===== src/rtl/szz_pkg.sv =====
// ---------------------------------------------------------------------------
// szz_pkg
// types and constants shared by the sorted zigzag matrix fill block
// ---------------------------------------------------------------------------
package szz_pkg;

    // configuration port
    localparam int CFG_IDX_W  = 1;
    localparam int CFG_DATA_W = 4;
    localparam logic [CFG_IDX_W-1:0] CFG_ROWS = 1'b0;
    localparam logic [CFG_IDX_W-1:0] CFG_COLS = 1'b1;

    // field widths
    localparam int DIM_W     = 4;
    localparam int POS_W     = 3;
    localparam int IN_VAL_W  = 32;
    localparam int OUT_VAL_W = 32;
    localparam int S_TDATA_W = 32;
    localparam int M_TDATA_W = 40;
    localparam int M_PAD_W   = M_TDATA_W - 2 * POS_W - OUT_VAL_W;

    // controller states
    typedef enum logic {
        ST_LOAD,
        ST_DRAIN
    } t_state;

    // per-cycle command to every cell of the chain
    typedef struct packed {
        logic insert;
        logic shift;
    } t_cell_ctrl;

    // command to the zigzag position generator
    typedef struct packed {
        logic restart;
        logic step;
    } t_scan_ctrl;

    // dimension register write: zero becomes one, too large becomes the maximum
    function automatic logic [DIM_W-1:0] clamp_dim(input logic [DIM_W-1:0] v,
                                                   input logic [DIM_W-1:0] max_dim);
        logic [DIM_W-1:0] d;
        d = v;
        if (d == '0) begin
            d = DIM_W'(1);
        end
        if (d > max_dim) begin
            d = max_dim;
        end
        return d;
    endfunction

endpackage


===== src/rtl/szz_cell.sv =====
// ---------------------------------------------------------------------------
// szz_cell
// one slot of the sorting chain: insert by compare, shift out toward slot 0
// ---------------------------------------------------------------------------
module szz_cell
    import szz_pkg::*;
#(
    parameter int VALUE_BITS = 32,
    parameter int CNT_W      = 7,
    parameter int INDEX      = 0
) (
    input  logic                  i_clk,
    input  t_cell_ctrl            i_ctrl,
    input  logic [CNT_W-1:0]      i_count,
    input  logic [VALUE_BITS-1:0] i_new,
    input  logic [VALUE_BITS-1:0] i_left_value,
    input  logic                  i_left_gt,
    input  logic [VALUE_BITS-1:0] i_right_value,
    output logic [VALUE_BITS-1:0] o_value,
    output logic                  o_gt
);

    logic [VALUE_BITS-1:0] r_value;
    logic [VALUE_BITS-1:0] n_value;
    logic                  w_occupied;
    logic                  w_first_free;

    // slots below the fill count hold sorted data
    assign w_occupied   = (i_count > CNT_W'(INDEX));
    assign w_first_free = (i_count == CNT_W'(INDEX));
    assign o_gt         = w_occupied && ($signed(r_value) > $signed(i_new));

    // larger values move up one slot, the new one lands at the boundary
    always_comb begin
        n_value = r_value;
        if (i_ctrl.insert) begin
            if (o_gt || w_first_free) begin
                n_value = i_left_gt ? i_left_value : i_new;
            end
        end else if (i_ctrl.shift) begin
            n_value = i_right_value;
        end
    end

    always_ff @(posedge i_clk) begin
        r_value <= n_value;
    end

    assign o_value = r_value;

endmodule


===== config.mk =====
export PLATFORM = sky130hd
export DESIGN_NAME = szz_cell
export DESIGN_NICKNAME = d
export VERILOG_FILES = /design/src/rtl/szz_pkg.sv /design/src/rtl/szz_cell.sv
export SDC_FILE = /design/constraint.sdc
export NUM_CORES = 1
export LEC_CHECK = 0
export BUFFER_PORTS_ARGS = -buffer_cell sky130_fd_sc_hd__buf_2
export CAP_MARGIN = 20
export CORE_MARGIN = 2
export CORE_UTILIZATION = 48
export DETAILED_ROUTE_END_ITERATION = 10
export HOLD_SLACK_MARGIN = 0.03
export PLACE_DENSITY = 0.82
export SYNTH_ARGS = -nofsm -noshare
export SYNTH_HDL_FRONTEND = slang
export SYNTH_SLANG_ARGS = --single-unit
export TNS_END_PERCENT = 1

===== constraint.sdc =====
create_clock -name i_clk -period 8.05 [get_ports i_clk]
set_clock_uncertainty 0.2 [all_clocks]
set_input_delay 1.61 -clock i_clk [delete_from_list [all_inputs] [get_ports i_clk]]
set_output_delay 1.61 -clock i_clk [all_outputs]
set_load 0.1 [all_outputs]

# Word-level counts from Yosys, hierarchy flattened
# Index checks and enable logic that the tools add are counted.
[totals] wordCells=13 out_inout_bits=33 reg_bits=32 in_bits=107
[op_classes] order_cmp=2 n_reduce_logical=5 muxes=4 n_eq_ne=1
[op_table] op="32-bit two-way mux" count=4
[op_table] op="32-bit > comparator" count=1
[op_table] op="7-bit by 1-bit > comparator with 1-bit output, second input constant" count=1
[op_table] op="7-bit logical NOT" count=1
[op_table] op="2-bit by 1-bit != test with 1-bit output, second input constant" count=1
[op_table] op="2-bit AND reduction" count=1
[op_table] op="2-bit nonzero test" count=1
[op_table] op="1-bit logical AND" count=1
[op_table] op="1-bit logical OR" count=1

# Depth between registers and ports, before layout
# Gate-level depths: netlist of the first run.
[logic_depth] ltp_word=5 depth_mapped=8 mapped_depth_nobuf=8

# Least setup slack after synthesis of the first run
# Ideal clock, no wire load.
[synth_timing] kind="input to output" start="in i_new[30]" end="out o_gt" t_arrival_ns=3.916 setup_slack_ns=2.324 path_stages=8 required_time_ns=6.240 path_buffers=0 path_cell_list="inv_1 ha_1 a21oi_1 nand2_1 a221o_1 a211o_1 or4b_1 nand2_1"
[synth_between] elab_chain_len=2
[synth_lines] element="from (decl)" line_no="szz_cell.sv:15" source="input logic [VALUE_BITS-1:0] i_new,"
[synth_lines] element="32-bit > comparator" line_no="szz_cell.sv:31" source="assign o_gt = w_occupied && ($signed(r_value) > $signed(i_new));"
[synth_lines] element="1-bit logical AND" line_no="szz_cell.sv:31"
[synth_lines] element="to (decl)" line_no="szz_cell.sv:20" source="output logic o_gt"
# Every way passes these cells.

# Final worst setup path of the first run
[layout_timing] start="in i_new[31]" end="out o_gt"
# The elaborated chain is that of the path after synthesis.

==> impl_metrics.env, run 1 <==
export IMPL_run_status="finished clean"
export IMPL_period_share_pct=72.1
export IMPL_min_period_ns=5.81
export IMPL_syn_num_nets=403
export IMPL_p_leak_nw=1.73
export IMPL_placed_area_um2=3230
export IMPL_dp_final_hpwl_mm=5.17
export IMPL_clockBufferDepth=2
export IMPL_grt_total_usage_pct=22.5
export IMPL_cts_root_buffer_cell="clkbuf_8"
export IMPL_maxCapViolCount=0
export IMPL_synth_top_area_cell="edfxtp_1"
export IMPL_final_nets=540
export IMPL_area_delta_synth_final_pct=34.3
export IMPL_synthTopCellsByCount="47 x a21oi_1, 35 x nor2_1"
export IMPL_yosysMostFrequentCell="a21oi_1"
export IMPL_avgRoutedWirePerCell_um=13.6
export IMPL_path_cells="buf_2 > inv_1 > ha_1 > nand4_1 > nor2_1 > a221o_1 > a211o_1 > or4b_1 > nand2_1 > buf_2"
export IMPL_critPathRequiredTime_ns=6.24
export IMPL_core_area_um2=5040
export IMPL_numCtsBuffers=5
export IMPL_avgViaCountPerCell=5.08
export IMPL_rows=26
export IMPL_tns_ns=0
export IMPL_hold_path_class="reg -> reg"
export IMPL_hold_buffers=0
export IMPL_wl_mm=6.43
export IMPL_vias=2397
export IMPL_critPathSlowestCell="or4b_1"
export IMPL_cts_sinks=32
export IMPL_synth_top_area_share_pct=38.8
export IMPL_cp_arrival_ns=4.00
export IMPL_path_max_fanout=6
export IMPL_slowest_delay_ns=0.51
export IMPL_synth_cells=264
export IMPL_tightest_slew_ns=0.969
export IMPL_finalPower_mw=0.752
export IMPL_rsz0062_at_grt="no"
export IMPL_largest_reg_flops=32
export IMPL_synth_main_ff_cell="edfxtp_1"
export IMPL_die_h_um=75.8
export IMPL_ios=140
export IMPL_drive_gt1_share_pct=37.3
export IMPL_grt_overflow_total=0
export IMPL_slew_violations=0
export IMPL_grt_pass1_wl_mm=9.83
export IMPL_synth_edff_count=32
export IMPL_slew_headroom_pct=35.4
export IMPL_ys_seq_elements=32
export IMPL_async_reset_ff_share_pct=0
export IMPL_setup_worst_path_end_class="primary output"
export IMPL_setup_viol=0
export IMPL_power_density_nw_per_um2=226
export IMPL_cts_setup_buffers=0
export IMPL_postCtsResizedCells=0
export IMPL_cp_common_cell="buf_2"
export IMPL_syn_area_per_cell_um2=9.37
export IMPL_critPathKind="in -> out"
export IMPL_dieArea_um2=5750
export IMPL_ys_types=27
export IMPL_critPathLaunchType="input pin"
export IMPL_clock_latency_ns=0.29
export IMPL_timing_fmax_ghz=0.172
export IMPL_final_core_util_pct=65.9
export IMPL_chipWidth_um=75.8
export IMPL_initial_core_util_pct=49.1
export IMPL_htreeDepth=2
export IMPL_ir_drop_v=0.000116
export IMPL_path_clk_slew_ns=0.07
export IMPL_routabilityCongestion=0.807
export IMPL_grt_pass1_vias=2324
export IMPL_synthTopCellsByArea="edfxtp_1 39%, ha_1 16%, mux2i_1 13%"
export IMPL_first_pass_iters=4
export IMPL_final_area_um2=3320
export IMPL_synth_cell_area_um2=2470
export IMPL_tritoncts="yes"
export IMPL_grt_max_degree=67
export IMPL_ys_seq_area_share_pct=38.8
export IMPL_first_iter_violations=54
export IMPL_remaining_drc_errors=0
export IMPL_hold_viol=0
export IMPL_n_antenna_cell=0
export IMPL_yosys_warnings=0
export IMPL_ant_nets=0
export IMPL_antenna_found_initial=0
export IMPL_io_buffer_count=139
-- worst max-delay path, delay by kind of cell --
| family | cells | cell delay [ns] |
|---|---|---|
| AND/OR/NAND/NOR | 4 | 0.86 |
| AO/OA/AOI/OAI | 2 | 0.62 |
| buffers and inverters | 3 | 0.57 |
| adder cells (fa/ha/maj) | 1 | 0.35 |
-- cell families (layout without fill, tap and decap cells) --
family / Yosys count / after routing / share of synthesized area (%)
AND/OR/NAND/NOR: 65 / 65 / 11.9
adder cells (fa/ha/maj): 32 / 32 / 16.2
flip-flops: 32 / 32 / 38.8
AO/OA/AOI/OAI: 60 / 60 / 13.6
buffers and inverters: 43 / 181 / 6.52
multiplexers: 32 / 32 / 12.9
-- layout by cell type, fill, tap and decap left out --
cell,instances
a2111oi_0,1
a211o_1,1
a21o_1,2
a21oi_1,47
a221o_1,2
a2bb2oi_1,1
and3b_1,1
buf_2,139
buf_4,2
clkbuf_8,5
clkinv_4,1
clkinvlp_4,2
edfxtp_1,32
ha_1,32
inv_1,32
mux2i_1,32
nand2_1,9
nand3_1,4
nand4_1,8
nor2_1,35
nor2b_1,1
nor3_1,2
nor4_1,3
o2111ai_1,1
o211ai_1,1
o21ai_0,2
o21ai_1,1
o31a_1,1
or2_2,1
or4b_1,1
-- final timing paths --
kind,startpoint,end,slack [ns],cells past startpoint
max,i_new[31],o_gt,2.24,10
min,o_value[31],o_value[9],1.39,4
max reg2reg,o_value[31],o_value[12],4.80,8
min reg2reg,o_value[31],o_value[9],1.39,4
-- where the power goes --
part | switching, mW | internal [mW]
registers | 0.0141 | 0.222
clock network | 0.0673 | 0.0612
logic | 0.300 | 0.0874
-- routing by layer --
metal	track usage, %	vias up	wire length, µm
li1	-	1231	-
met3	5.03	10	326
met1	26.8	1080	2700
met4	7.60	0	89
met5	0	-	0
met2	39.9	76	3310
-- cell type report --
class / count / area [µm²]
clock buffers: 5 / 68.8
clock inverters: 3 / 23.8
fillers: 426 / 1720
inverters: 32 / 120
multi-input cells: 189 / 1350
flip-flops and latches: 32 / 961
well taps: 70 / 87.6
repair buffers: 141 / 711
-- stage by stage --
step	cells	setup WS, ns	hold slack (ns)
floorplan	264	2.32	1.64
detailed placement	464	2.25	1.38
finish	472	2.24	1.39
global route	472	2.15	1.44
global placement	464	2.33	1.33
CTS	472	2.24	1.42
Power figures use the tool's default switching activity.
==> run 2, diff against run 1 <==
--- a/config.mk
+++ b/config.mk
@@ -8,10 +8,10 @@
 export BUFFER_PORTS_ARGS = -buffer_cell sky130_fd_sc_hd__buf_2
 export CAP_MARGIN = 20
 export CORE_MARGIN = 2
-export CORE_UTILIZATION = 48
+export CORE_UTILIZATION = 45
 export DETAILED_ROUTE_END_ITERATION = 10
 export HOLD_SLACK_MARGIN = 0.03
-export PLACE_DENSITY = 0.82
+export PLACE_DENSITY = 0.77
 export SYNTH_ARGS = -nofsm -noshare
 export SYNTH_HDL_FRONTEND = slang
 export SYNTH_SLANG_ARGS = --single-unit
==> constraint.sdc (replaced) <==
create_clock -name i_clk -period 5.7 [get_ports i_clk]
set_clock_uncertainty 0.2 [all_clocks]
set_input_delay 1.14 -clock i_clk [delete_from_list [all_inputs] [get_ports i_clk]]
set_output_delay 1.14 -clock i_clk [all_outputs]
set_load 0.1 [all_outputs]
==> run 2 against run 1 <==
Critical path depth unchanged. Largest cell class unchanged. Critical path type unchanged. Sequential share of layout area is 0.087 points higher. Worst setup slack worse by 1.4 ns. Non-clock buffer count did not move.
==> impl_metrics.env, run 2 (synthesized netlist as in run 1, its figures left out) <==
export IMPL_cts_sinks=32
export IMPL_tns_ns=0
export IMPL_cp_common_cell="buf_2"
export IMPL_clockPowerShare_pct=15.8
export IMPL_chipWidth_um=78.2
export IMPL_dp_final_hpwl_mm=5.14
export IMPL_critPathLaunchType="input pin"
export IMPL_routabilityCongestion=0.779
export IMPL_finalPower_mw=1.05
export IMPL_avgRoutedWirePerCell_um=13.3
export IMPL_grt_pass1_vias=2384
export IMPL_fillCellCount=507
export IMPL_setup_worst_path_end_class="primary output"
export IMPL_comb_power_share_pct=52.3
export IMPL_io_buffer_count=139
export IMPL_grt_max_degree=67
export IMPL_cts_root_buffer_cell="clkbuf_8"
export IMPL_whs_ns=0.984
export IMPL_path_cells="buf_2 > inv_1 > ha_1 > nand4_1 > nor2_1 > a221o_1 > a211o_1 > or4b_1 > nand2_1 > buf_2"
export IMPL_n_antenna_cell=0
export IMPL_rsz0062_at_grt="no"
export IMPL_final_area_um2=3310
export IMPL_ant_nets=0
export IMPL_placed_area_um2=3230
export IMPL_slew_headroom_pct=36.5
export IMPL_period_share_pct=85.7
export IMPL_drive_gt1_share_pct=36.6
export IMPL_ios=140
export IMPL_mostFrequentLayoutCell="buf_2"
export IMPL_htreeDepth=2
export IMPL_die_h_um=78.2
export IMPL_cp_arrival_ns=3.54
export IMPL_vias=2396
export IMPL_p_int_mw=0.522
export IMPL_setup_viol=0
export IMPL_ir_drop_v=0.000154
export IMPL_layout_setup_ws_ns=0.816
export IMPL_slew_violations=0
export IMPL_critPathKind="in -> out"
export IMPL_first_iter_violations=83
export IMPL_core_area_um2=5410
export IMPL_switching_share_pct=50.1
export IMPL_dp_slack_ns=0.841
export IMPL_cts_setup_buffers=0
export IMPL_clock_latency_ns=0.28
export IMPL_wl_mm=6.29
export IMPL_path_max_fanout=6
export IMPL_critPathSlowestCell="or4b_1"
export IMPL_area_delta_synth_final_pct=33.9
export IMPL_antenna_found_initial=0
export IMPL_p_leak_nw=1.73
export IMPL_pwr_share_seq_pct=31.9
export IMPL_largest_reg_flops=32
export IMPL_rows=27
export IMPL_tritoncts="yes"
export IMPL_final_nets=540
export IMPL_maxCapViolCount=0
export IMPL_finalNonFillerCells=474
export IMPL_remaining_drc_errors=0
export IMPL_postCtsResizedCells=0
export IMPL_tightest_slew_ns=0.952
export IMPL_hold_path_class="in -> reg"
export IMPL_avgViaCountPerCell=5.05
export IMPL_dieArea_um2=6110
export IMPL_numCtsBuffers=5
export IMPL_initial_core_util_pct=45.8
export IMPL_slowest_delay_ns=0.50
export IMPL_p_sw_mw=0.524
export IMPL_path_clk_slew_ns=0.06
export IMPL_dp_cells=466
export IMPL_grt_pass1_wl_mm=10.6
export IMPL_critPathRequiredTime_ns=4.36
export IMPL_power_density_nw_per_um2=316
export IMPL_clockBufferDepth=2
export IMPL_grt_total_usage_pct=21.4
export IMPL_first_pass_iters=4
export IMPL_hold_viol=0
export IMPL_min_period_ns=4.88
export IMPL_run_status="finished clean"
export IMPL_layout_common_cells="139 x buf_2, 47 x a21oi_1, 35 x nor2_1"
export IMPL_final_core_util_pct=61.3
export IMPL_grt_overflow_total=0
export IMPL_hold_buffers=0
export IMPL_timing_fmax_ghz=0.205
run 2: cell types whose count changed in the layout (fill, tap and decap cells not counted):
cell	delta
clkbuf_1	+2
clkinvlp_4	-2
clkinv_1	+1
clkinv_4	-1
run 2: power groups by stage:
stage	combinational [mW]	sequential, mW	clock [mW]
6_report	0.547	0.334	0.165
5_1_grt	0.586	0.339	0.178
4_1_cts	0.550	0.334	0.173
3_5_place_dp	0.549	0.339	0
3_3_place_gp	0.539	0.336	0
2_1_floorplan	0.157	0.609	0
run 2: layer usage:
| layer | vias to the layer above | GRT usage (%) | part of all wire, % |
|---|---|---|---|
| met5 | - | 0 | 0 |
| met4 | 0 | 6.32 | 1.5 |
| met3 | 8 | 3.91 | 5.8 |
| met2 | 84 | 40.0 | 52 |
| met1 | 1071 | 24.9 | 41 |
| li1 | 1233 | - | - |
run 2: cell type report:
cell class              instances  area [µm²]  area share, %
clock buffers                   7        76.3           2.30
inverters                      32         120           3.62
well taps                      72        90.1           2.72
flip-flops and latches         32         961           29.0
repair buffers                141         711           21.4
clock inverters                 1        3.75          0.113
multi-input cells             189        1350           40.8
run 2: critical path: cells and delay by family:
kind,cells,cell delay [ns]
adder cells (fa/ha/maj),1,0.36
AO/OA/AOI/OAI,2,0.63
AND/OR/NAND/NOR,4,0.83
buffers and inverters,3,0.57
run 2: final timing paths:
kind                                        start     endpoint  slack [ns]  depth (start not counted)
worst max-delay path                    i_new[31]         o_gt        0.82                         10
worst min-delay path            i_right_value[20]  o_value[20]        0.98                          3
worst min register to register        o_value[31]  o_value[30]        1.40                          4
worst max register to register        o_value[21]   o_value[2]        2.46                          8
==> run 3, diff against run 2 <==
--- a/config.mk
+++ b/config.mk
@@ -12,6 +12,7 @@
 export DETAILED_ROUTE_END_ITERATION = 10
 export HOLD_SLACK_MARGIN = 0.03
 export PLACE_DENSITY = 0.77
+export REMOVE_ABC_BUFFERS = 1
 export SYNTH_ARGS = -nofsm -noshare
 export SYNTH_HDL_FRONTEND = slang
 export SYNTH_SLANG_ARGS = --single-unit
==> run 3 against run 2 <==
Routed wire length down 3.0%. Power up 0.39%. Worst setup slack better by 0.037 ns. Cell count unchanged. Utilization about the same. Sequential power about the same.
==> impl_metrics.env, run 3 (synthesized netlist as in run 1, its figures left out) <==
export IMPL_run_status="finished clean"
export IMPL_tightest_slew_ns=0.944
export IMPL_setup_worst_path_end_class="primary output"
export IMPL_cts_sinks=32
export IMPL_cp_arrival_ns=3.51
export IMPL_remaining_drc_errors=0
export IMPL_tns_ns=0
export IMPL_path_max_fanout=4
export IMPL_setup_viol=0
export IMPL_io_buffer_count=139
export IMPL_rrSetupSlack_ns=2.36
export IMPL_n_antenna_cell=0
export IMPL_fillCellCount=492
export IMPL_routabilityCongestion=0.776
export IMPL_min_path_cells=3
export IMPL_grt_overflow_total=0
export IMPL_period_share_pct=85.0
export IMPL_grt_total_usage_pct=20.0
export IMPL_vias=2402
export IMPL_chipWidth_um=78.2
export IMPL_core_area_um2=5410
export IMPL_dp_cells=466
export IMPL_hold_path_class="in -> reg"
export IMPL_ant_nets=0
export IMPL_final_nets=540
export IMPL_first_iter_violations=111
export IMPL_hold_path_startpoint="i_right_value[22]"
export IMPL_p_leak_nw=1.74
export IMPL_hold_viol=0
export IMPL_placed_area_um2=3230
export IMPL_dp_final_hpwl_mm=4.84
export IMPL_slew_violations=0
export IMPL_hold_end="o_value[22]"
export IMPL_reg2reg_depth=8
export IMPL_min_period_ns=4.85
export IMPL_die_h_um=78.2
export IMPL_avgViaCountPerCell=5.07
export IMPL_largest_reg_flops=32
export IMPL_final_area_um2=3320
export IMPL_cts_setup_buffers=0
export IMPL_htreeDepth=2
export IMPL_final_core_util_pct=61.4
export IMPL_wl_mm=6.10
export IMPL_initial_core_util_pct=45.8
export IMPL_hold_buffers=0
export IMPL_rows=27
export IMPL_reg2reg_to="o_value[14]"
export IMPL_tritoncts="yes"
export IMPL_grt_pass1_wl_mm=9.86
export IMPL_critPathLaunchType="input pin"
export IMPL_finalPower_mw=1.05
export IMPL_slew_headroom_pct=37.1
export IMPL_numCtsBuffers=5
export IMPL_ios=140
export IMPL_critPathKind="in -> out"
export IMPL_ir_drop_v=0.000184
export IMPL_avgRoutedWirePerCell_um=12.9
export IMPL_drive_gt1_share_pct=37.1
export IMPL_multi_input_area_um2=1350
export IMPL_grt_max_degree=66
export IMPL_finalNonFillerCells=474
export IMPL_cts_root_buffer_cell="clkbuf_8"
export IMPL_dieArea_um2=6110
export IMPL_grt_pass1_vias=2240
export IMPL_timing_fmax_ghz=0.206
export IMPL_postCtsResizedCells=0
export IMPL_layout_common_cells="139 x buf_2, 47 x a21oi_1, 35 x nor2_1"
export IMPL_mostFrequentLayoutCell="buf_2"
export IMPL_antenna_found_initial=0
export IMPL_area_delta_synth_final_pct=34.0
export IMPL_maxCapViolCount=0
export IMPL_path_clk_slew_ns=0.07
export IMPL_power_density_nw_per_um2=317
export IMPL_clock_latency_ns=0.28
export IMPL_r2r_start="o_value[31]"
export IMPL_clockBufferDepth=2
export IMPL_critPathRequiredTime_ns=4.36
export IMPL_rsz0062_at_grt="no"
export IMPL_register_area_um2=961
export IMPL_first_pass_iters=5
-- run 3: cell count changes in the layout (fill, tap and decap cells not counted) --
cell,change
clkbuf_1,-2
clkinv_2,+2
-- run 3: worst max-delay path by stage --
stage	from	end	slack, ns	cells after the start
6_report	i_new[21]	o_gt	0.85	10
5_1_grt	i_new[31]	o_gt	0.72	10
3_3_place_gp	i_new[23]	o_gt	0.88	10
3_5_place_dp	i_new[23]	o_gt	0.85	10
4_1_cts	i_new[23]	o_gt	0.85	10
2_1_floorplan	i_new[30]	o_gt	0.91	8
-- run 3: layout make-up --
class,instances,area share (%)
clock buffers,5,2.07
clock inverters,3,0.415
inverters,32,3.62
multi-input cells,189,40.8
flip-flops and latches,32,29.0
well taps,72,2.72
repair buffers,141,21.4
-- run 3: metrics by stage --
step	setup slack, ns	hold WS [ns]
final	0.853	0.972
after global routing	0.720	0.972
after CTS	0.855	0.964
after detailed placement	0.855	1.26
after global placement	0.882	1.26
after floorplan	0.914	1.15
-- run 3: power by group --
part	switching, mW	total [mW]	internal [mW]
Combinational	0.421	0.544	0.123
Clock	0.0895	0.172	0.0829
Sequential	0.0199	0.334	0.314
-- run 3: critical path, stage by stage --
cell and delay [ns]:
buf_2 0.09, inv_1 0.04, ha_1 0.31, a21oi_1 0.14
o21ai_0 0.13, a221o_1 0.34, a211o_1 0.32, or4b_1 0.50
nand2_1 0.07, buf_2 0.42
-- run 3: per-layer routing --
| layer | global-route usage (%) | up-vias | part of all wire [%] |
|---|---|---|---|
| li1 | - | 1230 | - |
| met1 | 25.6 | 1070 | 45 |
| met2 | 34.3 | 97 | 47 |
| met3 | 4.83 | 5 | 7.2 |
| met4 | 4.74 | 0 | 0.87 |
| met5 | 0 | - | 0 |
