[config.mk]
export PLATFORM = sky130hd
export DESIGN_NAME = szz_scan
export DESIGN_NICKNAME = d
export VERILOG_FILES = /design/src/rtl/szz_pkg.sv /design/src/rtl/szz_scan.sv
export SDC_FILE = /design/constraint.sdc
export NUM_CORES = 1
export LEC_CHECK = 0
export ABC_CLOCK_PERIOD_IN_PS = 2100
export BUFFER_PORTS_ARGS = -buffer_cell sky130_fd_sc_hd__buf_2
export CAP_MARGIN = 20
export CORE_MARGIN = 3
export CORE_UTILIZATION = 46
export CTS_CLUSTER_DIAMETER = 100
export CTS_CLUSTER_SIZE = 30
export DETAILED_ROUTE_END_ITERATION = 6
export GPL_TIMING_DRIVEN = 0
export HOLD_SLACK_MARGIN = 0.08
export MAX_ROUTING_LAYER = met4
export PLACE_DENSITY = 0.8
export SYNTH_ARGS = -nofsm -noshare
export SYNTH_HDL_FRONTEND = slang
export SYNTH_SLANG_ARGS = --single-unit
[constraint.sdc]
create_clock -name i_clk -period 2.1 [get_ports i_clk]
set_clock_uncertainty 0.1 [all_clocks]
set_input_delay 0.315 -clock i_clk [delete_from_list [all_inputs] [get_ports i_clk]]
set_output_delay 0.315 -clock i_clk [all_outputs]
set_load 0.02 [all_outputs]
[src/rtl/szz_pkg.sv]
// ---------------------------------------------------------------------------
// szz_pkg
// types and constants shared by the sorted zigzag matrix fill block
// ---------------------------------------------------------------------------
package szz_pkg;

    // configuration port
    localparam int CFG_IDX_W  = 1;
    localparam int CFG_DATA_W = 4;
    localparam logic [CFG_IDX_W-1:0] CFG_ROWS = 1'b0;
    localparam logic [CFG_IDX_W-1:0] CFG_COLS = 1'b1;

    // field widths
    localparam int DIM_W     = 4;
    localparam int POS_W     = 3;
    localparam int IN_VAL_W  = 32;
    localparam int OUT_VAL_W = 32;
    localparam int S_TDATA_W = 32;
    localparam int M_TDATA_W = 40;
    localparam int M_PAD_W   = M_TDATA_W - 2 * POS_W - OUT_VAL_W;

    // controller states
    typedef enum logic {
        ST_LOAD,
        ST_DRAIN
    } t_state;

    // per-cycle command to every cell of the chain
    typedef struct packed {
        logic insert;
        logic shift;
    } t_cell_ctrl;

    // command to the zigzag position generator
    typedef struct packed {
        logic restart;
        logic step;
    } t_scan_ctrl;

    // dimension register write: zero becomes one, too large becomes the maximum
    function automatic logic [DIM_W-1:0] clamp_dim(input logic [DIM_W-1:0] v,
                                                   input logic [DIM_W-1:0] max_dim);
        logic [DIM_W-1:0] d;
        d = v;
        if (d == '0) begin
            d = DIM_W'(1);
        end
        if (d > max_dim) begin
            d = max_dim;
        end
        return d;
    endfunction

endpackage

[src/rtl/szz_scan.sv]
// ---------------------------------------------------------------------------
// szz_scan
// zigzag position generator bouncing off the edges of a rows x cols matrix
// ---------------------------------------------------------------------------
module szz_scan
    import szz_pkg::*;
(
    input  logic             i_clk,
    input  logic             i_rst_n,
    input  t_scan_ctrl       i_ctrl,
    input  logic [DIM_W-1:0] i_rows,
    input  logic [DIM_W-1:0] i_cols,
    output logic [POS_W-1:0] o_row,
    output logic [POS_W-1:0] o_col
);

    logic [POS_W-1:0] r_row;
    logic [POS_W-1:0] r_col;
    logic             r_up;
    logic [POS_W-1:0] n_row;
    logic [POS_W-1:0] n_col;
    logic             n_up;
    logic [DIM_W-1:0] w_row_p1;
    logic [DIM_W-1:0] w_col_p1;

    assign w_row_p1 = DIM_W'(r_row) + DIM_W'(1);
    assign w_col_p1 = DIM_W'(r_col) + DIM_W'(1);

    // next position along the diagonal scan
    always_comb begin
        n_row = r_row;
        n_col = r_col;
        n_up  = r_up;
        if (i_ctrl.restart) begin
            n_row = '0;
            n_col = '0;
            n_up  = 1'b1;
        end else if (i_ctrl.step) begin
            if (r_up) begin
                if (w_col_p1 >= i_cols) begin
                    n_row = r_row + POS_W'(1);
                    n_up  = 1'b0;
                end else if (r_row == '0) begin
                    n_col = r_col + POS_W'(1);
                    n_up  = 1'b0;
                end else begin
                    n_row = r_row - POS_W'(1);
                    n_col = r_col + POS_W'(1);
                end
            end else begin
                if (w_row_p1 >= i_rows) begin
                    n_col = r_col + POS_W'(1);
                    n_up  = 1'b1;
                end else if (r_col == '0) begin
                    n_row = r_row + POS_W'(1);
                    n_up  = 1'b1;
                end else begin
                    n_row = r_row + POS_W'(1);
                    n_col = r_col - POS_W'(1);
                end
            end
        end
    end

    always_ff @(posedge i_clk) begin
        if (!i_rst_n) begin
            r_row <= '0;
            r_col <= '0;
            r_up  <= 1'b1;
        end else begin
            r_row <= n_row;
            r_col <= n_col;
            r_up  <= n_up;
        end
    end

    assign o_row = r_row;
    assign o_col = r_col;

endmodule

After elaboration in Yosys (flattened, before gate mapping)
Index checks and enable logic that the tools add are counted.
- bits in registers: 7
- input bits: 12
- output and inout bits: 6
- word-level logic and storage cells: 34
- add/sub/neg operators: 6
- $lt $le $gt $ge: 2
- eq/ne operators: 4
- multiplexer cells: 13
- bitwise operators: 1
- reductions and logical operators: 5
- operators with widths (operator ; count):
    3-bit two-way mux ; 8
    3-bit by 1-bit adder with 4-bit output, second input constant ; 2
    4-bit >= comparator ; 2
    3-bit by 1-bit adder with 3-bit output, second input constant ; 2
    3-bit zero test ; 2
    3-bit != test, second input constant ; 2
    3-bit AND reduction ; 2
    3-bit by 1-bit subtractor with 3-bit output, second input constant ; 2
    1-bit two-way mux ; 5
    2-bit != test, second input constant ; 2
    2-bit OR reduction ; 1
    1-bit NOT ; 1

Depth between registers and ports, before layout
Gate-level depths: netlist (run 1).
- depth after elaboration: 4
- mapped depth: 8
- mapped depth without buffers: 8

Worst setup path after synthesis (run 1)
No wires, ideal clock.
- path kind: register to register
- start point: register r_col[0], in the netlist o_col[0]
- end point: register r_row[2], in the netlist o_row[2]
- setup time: 0.059 ns
- arrival time: 2.284 ns
- required time: 1.941 ns
- path slack: -0.344 ns
- stages on the path, launching flop included: 9
- path buffers: 0
- period minus slack after synthesis: 2.444 ns
- cells stage by stage: dfxtp_1 inv_1 ha_1 ha_1 o211ai_1 o211a_4 mux2_4 a211o_1 nand2_1
- cells in the longest elaborated chain, start to end: 4
- elaborated cells on any way between the ends: 6
- those cells by class: add/sub (1); order compare (1); eq/ne (1); mux (2); reduce/logical (1)
- ends and longest elaborated chain (item ; RTL line ; source):
    start: declaration ; szz_scan.sv:18 ; logic [POS_W-1:0] r_col;
    start signal: assignment ; szz_scan.sv:72 ; r_col <= n_col;
    3-bit by 1-bit adder with 4-bit output * ; szz_scan.sv:27 ; assign w_col_p1 = DIM_W'(r_col) + DIM_W'(1);
    4-bit >= comparator * ; szz_scan.sv:40 ; if (w_col_p1 >= i_cols) begin
    3-bit != test (no source line) or 3-bit two-way mux (tied branches) ; -- ;
    3-bit AND reduction (no source line) or 3-bit two-way mux (tied branches) ; -- ;
    end signal: assignment ; szz_scan.sv:71 ; r_row <= n_row;
    end: declaration ; szz_scan.sv:17 ; logic [POS_W-1:0] r_row;
Every way passes the cells marked *; elsewhere a longest branch is shown, timed or not.
A chain may end at the register's enable or synchronous reset.

Final worst setup path (run 1)
- start point: register r_row[0], in the netlist o_row[0]
- end point: register r_col[2], in the netlist o_col[2]
- cells in the longest elaborated chain, start to end: 4
- elaborated cells on any way between the ends: 6
- those cells by class: add/sub (1); order compare (1); eq/ne (1); mux (2); reduce/logical (1)
- ends and longest elaborated chain (item ; RTL line ; source):
    3-bit by 1-bit adder with 4-bit output * ; szz_scan.sv:26 ; assign w_row_p1 = DIM_W'(r_row) + DIM_W'(1);
    4-bit >= comparator * ; szz_scan.sv:51 ; if (w_row_p1 >= i_rows) begin
    3-bit != test (no source line) or 3-bit two-way mux (tied branches) ; -- ;
    3-bit AND reduction (no source line) or 3-bit two-way mux (tied branches) ; -- ;
Marked as above.

==> out/results.md, run 1 <==
| Parameter | Value |
| --- | --- |
| Run status | complete, but fails checks |
| Violations in the final reports | setup timing |
| Slew at the pin closest to its max-slew limit | 0.380 ns |
| Crit. End Element | register |
| Overall overflow remaining after global route | 0 |
| Async SR Flop Fraction | 0% |
| Post-Synthesis Cells | 82 |
| Die Span Y | 45.5 um |
| Area overhead of the layout relative to synthesis | 41.7% |
| IO buf count | 17 |
| Cells taking the most area after synthesis | sky130_fd_sc_hd__ha_1 24%, sky130_fd_sc_hd__dfxtp_1 20%, sky130_fd_sc_hd__inv_1 6.8% |
| Number of H-tree branching levels | 1 |
| Quantity of hold-fixing buffers added after cts | 0 |
| Sw frac | 32.7% |
| Hold Path Origin | i_ctrl[0] |
| Hold Path End | r_up |
| Hold Fails Final Rpt | 0 |
| Proportion of layout cells with a drive suffix above 1 | 46.8% |
| CTS root buffer | sky130_fd_sc_hd__clkbuf_4 |
| Net count reported at finish | 136 |
| Unrepaired setup endpoints after global routing | true |
| Placer congestion estimate | 0.726 |
| Reg2Reg Depth | 8 |
| Most frequent cells in the layout | 17 x sky130_fd_sc_hd__buf_2, 9 x sky130_fd_sc_hd__inv_1, 8 x sky130_fd_sc_hd__ha_1, 6 x sky130_fd_sc_hd__ha_4, 6 x sky130_fd_sc_hd__buf_4 |
| Lkg Pwr | 0.000477 uW |
| Syn. warnings | 0 |
| First-pass iteration count of the detailed router | 4 |
| Pin count of the biggest net entering global routing | 9 |
| Relative contribution of combinational cells to total power | 40.4% |
| Synthesized area | 717 um2 |
| Ordered list of cells on the worst path | ha_4 > xor2_1 > ha_1 > o211ai_1 > o211ai_1 > mux2i_1 > mux2i_1 > nor2b_1 |
| Share of the synthesized area in the top cell type | 24.4% |
| Reported net switching power | 149 uW |
| First-pass GRT wire length | 2560 um |
| Final critical path time including I/O delays and setup | 2.14 ns |
| Number of placed I/O pins | 18 |
| Arrival time worst endpoint | 2.16 ns |
| Startpoint kind of the worst setup timing path | register |
| Via count of the first global-routing pass | 611 |
| Antenna cell count | 0 |
| GRT Resource Usage Total | 17.1% |
| Headroom to the max-slew limit | 74.6% |
| Initial antenna violation count | 0 |
| Reported max-cap violation count | 0 |
| Vias after detailed routing | 642 |
| Count of clock tree sinks | 7 |
| Inserted Clock Buffers | 3 |
| Number of pins exceeding their max-slew limit in the final report | 0 |
| Synthesized net count | 108 |
| Internal Power | 307 uW |
| Die outline area | 2070 um2 |
| Clock edge transition at the registers on the reported setup and hold paths | 0.05 ns |
| Final Total Pwr | 456 uW |
| Final worst path period share | 102% |
| Reg2Reg Capture Point | o_col[2] |
| DP HPWL | 1180 um |
| Register-to-Register Setup Slack | -0.04 ns |
| Maximum clock frequency | 466 MHz |
| Number of enable-type register cells in the synthesized netlist | 0 |
| Buf+Inv Stages, Crit Path | 0 |
| Worst path required time | 2.12 ns |
| Worst hold-check path type | primary input to register |
| Synth unique cells | 26 |
| CP Max Fanout | 4 |
| Total core area | 1380 um2 |
| Min setup slack post-route | -0.0437 ns |
| DRC violation total after the first TritonRoute iteration | 7 |
| Startpoint of the most critical setup path | o_row[0] |
| Critical path type | register to register |
| #FFs+latches synth | 7 |
| Residual DRC | 0 |
| Clock Path Buffers | 2 |
| Reg2Reg Launch Point | o_row[0] |
| Cell count of the worst hold path | 3 |
| Cell accounting for the most synthesized area | sky130_fd_sc_hd__ha_1 |
| Worst-path cell with the longest stage delay | sky130_fd_sc_hd__o211ai_1 |
| Worst voltage drop across the vdd grid | 0.250 mV |
| Commonest non-fill, non-tap cell in the layout | sky130_fd_sc_hd__buf_2 |
| Number of setup violations in the final report | 2 |
| Starting utilization of the core area | 51.9% |
| Clock network power share | 26.3% |
| Top FF cell, synth | sky130_fd_sc_hd__dfxtp_1 |
| Avg WL per Cell | 12.8 um |
| # rows | 13 |
| Later-pin clock latency in the skew report | 0.24 ns |
| Antenna viol nets, final | 0 |
| Total Neg Setup Slack | -0.0801 ns |
| Pwr per Cell Area | 449 nW/um2 |
| Part of the power in registers | 33.3% |
| Crit-path leading delay family | compound AO/OA/AOI/OAI gates |
| Clock tree from TritonCTS | yes |
| Maximum cell stage delay along the critical path | 0.37 ns |
| Avg Inst Size Synth | 8.74 um2 |
| Register area share after synthesis | 19.5% |
| Average vias per placed instance | 5.18 |
| Final WL | 1590 um |
| Floorplan die width | 45.5 um |
## worst max path at each step
stage	depth (start not counted)	to	slack (ns)
after floorplan	8	o_row[1]	-0.03
after global placement	8	o_row[2]	-0.09
after detailed placement	8	o_row[1]	-0.16
after CTS	8	o_col[2]	-0.04
after global routing	8	o_col[2]	-0.14
final	8	o_col[2]	-0.04
## cells by family (layout without fill, tap and decap cells)
logic type               Yosys count  after routing  synth area share (%)
multiplexers                       3              3                  4.89
XOR/XNOR                           7              7                  8.55
flip-flops                         7              7                  19.5
AND/OR/NAND/NOR                   20             20                  15.4
adder cells (fa/ha/maj)           14             14                  24.4
buffers and inverters             14             41                  7.33
AO/OA/AOI/OAI                     17             17                  19.9
## cell usage after synthesis, types with 2 or more instances
cell type,n
sky130_fd_sc_hd__a211oi_1,2
sky130_fd_sc_hd__dfxtp_1,7
sky130_fd_sc_hd__ha_1,14
sky130_fd_sc_hd__inv_1,13
sky130_fd_sc_hd__mux2i_1,2
sky130_fd_sc_hd__nand2_1,2
sky130_fd_sc_hd__nand2b_1,2
sky130_fd_sc_hd__nor2_1,5
sky130_fd_sc_hd__nor2b_1,5
sky130_fd_sc_hd__nor3_1,3
sky130_fd_sc_hd__o211ai_1,5
sky130_fd_sc_hd__o21ai_0,3
sky130_fd_sc_hd__xnor2_1,3
sky130_fd_sc_hd__xor2_1,4
## sequential cells by signal, summed over array words and instances (netlist names)
signal / cells
o_col: 3
o_row: 3
r_up: 1
## metrics by stage
step / setup slack [ns] / std cells / hold slack (ns) / instance area (um2) / util [%]
after CTS: -0.0352 / 124 / 0.272 / 993 / 71.9
after global routing: -0.140 / 124 / 0.309 / 1020 / 73.5
after detailed placement: -0.161 / 114 / 0.441 / 887 / 64.2
after floorplan: -0.0288 / 82 / 0.353 / 783 / -
final: -0.0437 / 124 / 0.272 / 1020 / 73.5
after global placement: -0.0867 / 114 / 0.425 / 887 / 64.2
## area by class of cell
cell class / instances / area, um2
multi-input cells: 61 / 623
fillers: 118 / 367
flip-flops and latches: 7 / 158
repair buffers: 23 / 130
inverters: 13 / 56.3
clock buffers: 4 / 26.3
well taps: 15 / 18.8
plain buffers: 1 / 3.75
## power groups by stage
stage | clock, uW | sequential [uW] | combinational (uW)
2_1_floorplan | 0 | 158 | 115
3_3_place_gp | 0 | 153 | 153
3_5_place_dp | 0 | 153 | 160
4_1_cts | 125 | 151 | 175
5_1_grt | 129 | 153 | 207
6_report | 120 | 152 | 184
## worst reg2reg max path: cells and delay by family, from the launching register on
kind	cells	cell delay, ns
muxes	2	0.34
xor gates and xnor gates	1	0.14
DFF	1	0.36
and+or+nand+nor	1	0.13
adders and majority gates	2	0.44
AOI/OAI and AO/OA	2	0.50
## what timing repair did
item	in CTS	in global routing
pin swaps	12	13
endpoints found under the setup margin	6	7
resized for setup	7	5
buffers inserted	6	1
## per-layer routing
metal	track usage, %	up-vias	routed length [um]
li1	-	335	-
met1	19.7	299	652
met2	32.6	8	911
met3	1.19	0	27
met4	1.75	0	0
met5	-	-	0
Power figures use the tool's default switching activity.
==> run 2: changes to the inputs <==
- ABC_CLOCK_PERIOD_IN_PS: 2100 -> 2220
- CORE_MARGIN: 3 -> 4
- CORE_UTILIZATION: 46 -> 51
- MAX_ROUTING_LAYER: met4 -> default
- PLACE_DENSITY: 0.8 -> 0.84
- clock period: 2.1 -> 2.22 ns (I/O delays scaled with it)
==> run 2 against run 1 <==
  * The run now ends clean
  * Largest cell class unchanged
  * Register-to-register slack better by 0.06 ns
  * Wire length shrank 3.1%
  * Sequential share of layout area up 0.16 points
  * Highest routed layer unchanged
  * Total power down 7.2%
  * Non-clock buffer count increased by 1
  * Worst hold slack gained 0.011 ns
  * Cell area is 2.6% lower
  * Critical path type unchanged
  * Setup slack improved by 0.060 ns
==> out/results.md, run 2 (same netlist as run 1, synthesis figures left out) <==
| Parameter | Value |
| --- | --- |
| Die outline area | 2070 um2 |
| Maximum cell stage delay along the critical path | 0.35 ns |
| Run status | finished clean |
| Inserted Clock Buffers | 3 |
| IO buf count | 17 |
| Slew at the pin closest to its max-slew limit | 0.302 ns |
| Most frequent cells in the layout | 17 x sky130_fd_sc_hd__buf_2, 9 x sky130_fd_sc_hd__inv_1, 9 x sky130_fd_sc_hd__ha_1, 6 x sky130_fd_sc_hd__buf_4 |
| Pwr per Cell Area | 428 nW/um2 |
| Total core area | 1320 um2 |
| Final worst path period share | 99.3% |
| CP Max Fanout | 4 |
| Worst-path cell with the longest stage delay | sky130_fd_sc_hd__dfxtp_4 |
| Critical path type | register to register |
| Area overhead of the layout relative to synthesis | 38.0% |
| Worst path required time | 2.30 ns |
| Total Neg Setup Slack | 0 ns |
| Clock network power share | 25.8% |
| Crit. End Element | register |
| Final critical path time including I/O delays and setup | 2.20 ns |
| Overall overflow remaining after global route | 0 |
| Part of the power in registers | 33.6% |
| First-pass iteration count of the detailed router | 2 |
| Post-route cell area | 990 um2 |
| DP HPWL | 1160 um |
| Count of clock tree sinks | 7 |
| Pin count of the biggest net entering global routing | 9 |
| Number of pins exceeding their max-slew limit in the final report | 0 |
| Startpoint kind of the worst setup timing path | register |
| Total area of multi-input combinational cells | 593 um2 |
| GRT Resource Usage Total | 15.0% |
| Vias after detailed routing | 642 |
| Via count of the first global-routing pass | 554 |
| Starting utilization of the core area | 54.4% |
| Net count reported at finish | 137 |
| Worst hold-check path type | primary input to register |
| Relative contribution of combinational cells to total power | 40.5% |
| Initial antenna violation count | 0 |
| Antenna viol nets, final | 0 |
| Hold Fails Final Rpt | 0 |
| Maximum clock frequency | 454 MHz |
| Number of placed I/O pins | 18 |
| Worst voltage drop across the vdd grid | 0.324 mV |
| Avg WL per Cell | 12.3 um |
| Average vias per placed instance | 5.14 |
| Quantity of hold-fixing buffers added after cts | 0 |
| Ordered list of cells on the worst path | ha_2 > xor2_2 > ha_1 > o211ai_1 > o211a_4 > mux2_4 > a211o_1 > nand2_1 |
| Number of H-tree branching levels | 1 |
| Arrival time worst endpoint | 2.28 ns |
| Placer congestion estimate | 0.792 |
| Post-placement cell area | 848 um2 |
| Unrepaired setup endpoints after global routing | true |
| Reported net switching power | 133 uW |
| Antenna cell count | 0 |
| DRC violation total after the first TritonRoute iteration | 3 |
| Number of setup violations in the final report | 0 |
| Sw frac | 31.5% |
| Proportion of layout cells with a drive suffix above 1 | 47.3% |
| CTS root buffer | sky130_fd_sc_hd__clkbuf_4 |
| Clock edge transition at the registers on the reported setup and hold paths | 0.05 ns |
| # rows | 13 |
| Internal Power | 290 uW |
| Lkg Pwr | 0.000474 uW |
| Commonest non-fill, non-tap cell in the layout | sky130_fd_sc_hd__buf_2 |
| Reported max-cap violation count | 0 |
| First-pass GRT wire length | 2260 um |
| Residual DRC | 0 |
| Total area of sequential cells | 155 um2 |
| Clock tree from TritonCTS | yes |
| Die Span Y | 45.5 um |
| Headroom to the max-slew limit | 79.9% |
| Final WL | 1540 um |
| Later-pin clock latency in the skew report | 0.24 ns |
| Filler cell count | 106 |
| Clock Path Buffers | 2 |
| Floorplan die width | 45.5 um |
==> run 2: repair_timing <==
item / CTS / global route
resized for setup: 4 / 13
setup endpoints to repair: 6 / 6
buffers inserted: 2 / 5
pin swaps: 8 / 9
==> run 2: critical path: cells and delay by family (launching register included) <==
family / cells / cell delay, ns
compound gates: 3 / 0.70
flops: 1 / 0.35
xor+xnor: 1 / 0.15
fa+ha+maj: 2 / 0.46
mux: 1 / 0.31
simple gates: 1 / 0.07
==> run 2: per-stage QoR <==
step                cells  total power (uW)  hold slack, ns  worst slack, ns  util [%]
floorplan              82               251           0.371           0.0183         -
global placement      114               280           0.406          -0.0296      64.4
detailed placement    114               286           0.418          -0.0408      64.4
CTS                   120               406           0.279          0.00412      69.0
global route          125               457           0.328          -0.0456      75.1
finish                125               424           0.283           0.0165      75.1
==> run 2: worst paths after layout <==
path	endpoint	slack, ns	start	cells past startpoint
worst min register to register	o_row[1]	0.41	o_row[1]	2
worst min-delay path	r_up	0.28	i_ctrl[0]	3
worst max-delay path	o_row[2]	0.02	o_col[0]	8
worst max register to register	o_row[2]	0.02	o_col[0]	8
==> run 2: area by class of cell <==
| class | count | area share, % |
|---|---|---|
| Buffer | 1 | 0.379 |
| Clock buffer | 4 | 2.65 |
| Inverter | 13 | 5.18 |
| Multi-Input combinational cell | 61 | 59.9 |
| Sequential cell | 7 | 15.7 |
| Tap cell | 15 | 1.90 |
| Timing Repair Buffer | 24 | 14.3 |
==> run 2: power by group through the flow <==
stage | Sequential, uW | Combinational (uW) | Clock, uW
finish | 142 | 172 | 109
floorplan | 150 | 102 | 0
global route | 144 | 190 | 123
detailed placement | 145 | 142 | 0
global placement | 144 | 136 | 0
CTS | 142 | 151 | 113
==> run 2: routing by layer <==
| metal | vias to the layer above | track usage (%) | routed length, um |
|---|---|---|---|
| met5 | - | 0 | 0 |
| met4 | 0 | 3.51 | 0 |
| met3 | 0 | 2.37 | 65 |
| met2 | 11 | 28.7 | 864 |
| met1 | 291 | 16.9 | 612 |
| li1 | 340 | - | - |
==> run 3: changes to the inputs <==
- BUFFER_PORTS_ARGS: -buffer_cell sky130_fd_sc_hd__buf_2 -> -buffer_cell sky130_fd_sc_hd__buf_4
==> run 3 against run 2 <==
  * Combinational power up 8%
  * Global-route usage up 0.42 points
  * Sequential cell count unchanged
  * Critical path depth grew 1
  * Via count is 2.8% higher
  * Non-clock buffer count grew 3
  * Largest power group unchanged
==> out/results.md, run 3 (same netlist as run 1, synthesis figures left out) <==
| Parameter | Value |
| --- | --- |
| Hold Fails Final Rpt | 0 |
| Maximum clock frequency | 457 MHz |
| Final critical path time including I/O delays and setup | 2.19 ns |
| Number of placed I/O pins | 18 |
| Total Neg Setup Slack | 0 ns |
| Pwr per Cell Area | 417 nW/um2 |
| Arrival time worst endpoint | 2.21 ns |
| Unrepaired setup endpoints after global routing | true |
| Number of pins exceeding their max-slew limit in the final report | 0 |
| DRC violation total after the first TritonRoute iteration | 6 |
| Reported max-cap violation count | 0 |
| Worst hold-check path type | primary input to register |
| Final Total Pwr | 444 uW |
| Clock tree from TritonCTS | yes |
| Startpoint kind of the worst setup timing path | register |
| Number of H-tree branching levels | 1 |
| Initial antenna violation count | 0 |
| Total core area | 1320 um2 |
| Worst slack at placement | -0.0702 ns |
| Vias after detailed routing | 660 |
| Floorplan die width | 45.5 um |
| Final WL | 1640 um |
| Critical path type | register to register |
| First-pass GRT wire length | 2310 um |
| Via count of the first global-routing pass | 587 |
| Die outline area | 2070 um2 |
| Crit. End Element | register |
| Die Span Y | 45.5 um |
| Count of clock tree sinks | 7 |
| GRT Resource Usage Total | 15.4% |
| Min setup slack post-route | 0.0320 ns |
| Headroom to the max-slew limit | 75.2% |
| CP Max Fanout | 4 |
| # rows | 13 |
| Avg WL per Cell | 12.8 um |
| First-pass iteration count of the detailed router | 4 |
| Core Util, Final | 80.7% |
| Proportion of layout cells with a drive suffix above 1 | 49.6% |
| Number of setup violations in the final report | 0 |
| DP HPWL | 1140 um |
| Residual DRC | 0 |
| Clock edge transition at the registers on the reported setup and hold paths | 0.05 ns |
| Run status | finished clean |
| Antenna cell count | 0 |
| Most frequent cells in the layout | 27 x sky130_fd_sc_hd__buf_4, 10 x sky130_fd_sc_hd__ha_1, 9 x sky130_fd_sc_hd__inv_1 |
| Overall overflow remaining after global route | 0 |
| Post-Place Cells | 114 |
| Clock Path Buffers | 2 |
| Slew at the pin closest to its max-slew limit | 0.372 ns |
| Commonest non-fill, non-tap cell in the layout | sky130_fd_sc_hd__buf_4 |
| Average vias per placed instance | 5.16 |
| Antenna viol nets, final | 0 |
| Inserted Clock Buffers | 3 |
| Pin count of the biggest net entering global routing | 9 |
| Lkg Pwr | 0.000499 uW |
| IO buf count | 17 |
| Starting utilization of the core area | 54.4% |
| Net count reported at finish | 140 |
| Placer congestion estimate | 0.769 |
| Final worst path period share | 98.6% |
| Worst voltage drop across the vdd grid | 0.408 mV |
| Count of non-filler cells in the finished layout | 128 |
| Filler cell count | 97 |
| Later-pin clock latency in the skew report | 0.25 ns |
| Area overhead of the layout relative to synthesis | 48.3% |
| Worst path required time | 2.24 ns |
| CTS root buffer | sky130_fd_sc_hd__clkbuf_4 |
## run 3: report_power, final
group / leakage [uW] / switching, uW / internal [uW]
Clock: 0.0000150 / 46.0 / 68.5
Combinational: 0.000423 / 87.1 / 99.3
Sequential: 0.0000610 / 11.0 / 132
## run 3: worst max-delay path, cell delays in order, from the launching register on
cell                       delay (ns)
sky130_fd_sc_hd__dfxtp_4         0.39
sky130_fd_sc_hd__inv_4           0.06
sky130_fd_sc_hd__ha_4            0.24
sky130_fd_sc_hd__ha_1            0.27
sky130_fd_sc_hd__o211ai_1        0.08
sky130_fd_sc_hd__buf_4           0.16
sky130_fd_sc_hd__o211ai_1        0.30
sky130_fd_sc_hd__mux2i_1         0.23
sky130_fd_sc_hd__mux2i_1         0.10
sky130_fd_sc_hd__nor2b_1         0.14
## run 3: layer usage
metal | vias to the layer above | global-route usage (%) | part of all wire (%)
li1 | 345 | - | -
met1 | 302 | 17.9 | 41
met2 | 13 | 27.3 | 55
met3 | 0 | 5.93 | 3.6
met4 | 0 | 1.75 | 0
met5 | - | 0 | 0
## run 3: final timing paths
| path | to | start | slack, ns | depth (start not counted) |
|---|---|---|---|---|
| hold / removal | r_up | i_ctrl[0] | 0.30 | 3 |
| hold reg to reg | o_col[1] | o_col[1] | 0.44 | 2 |
| setup reg to reg | o_col[2] | o_row[0] | 0.03 | 9 |
| setup / recovery | o_col[2] | o_row[0] | 0.03 | 9 |
## run 3: through the flow
| stage | hold slack, ns | area (um2) |
|---|---|---|
| 2_1_floorplan | 0.371 | 744 |
| 3_3_place_gp | 0.408 | 891 |
| 3_5_place_dp | 0.422 | 891 |
| 4_1_cts | 0.247 | 951 |
| 5_1_grt | 0.277 | 1060 |
| 6_report | 0.296 | 1060 |
## run 3: what timing repair did
item	in CTS	in global routing
cloned	0	0
hold buffers	0	0
gates resized for setup	4	14
setup buffers	2	8
pin swaps	4	12
endpoints found under the setup margin	6	6
## run 3: final cells by class
type | instances | area (um2) | area share, %
plain buffers | 1 | 3.75 | 0.353
clock buffers | 4 | 26.3 | 2.47
inverters | 13 | 51.3 | 4.82
multi-input cells | 61 | 603 | 56.7
flip-flops and latches | 7 | 158 | 14.8
well taps | 15 | 18.8 | 1.76
repair buffers | 27 | 203 | 19.1
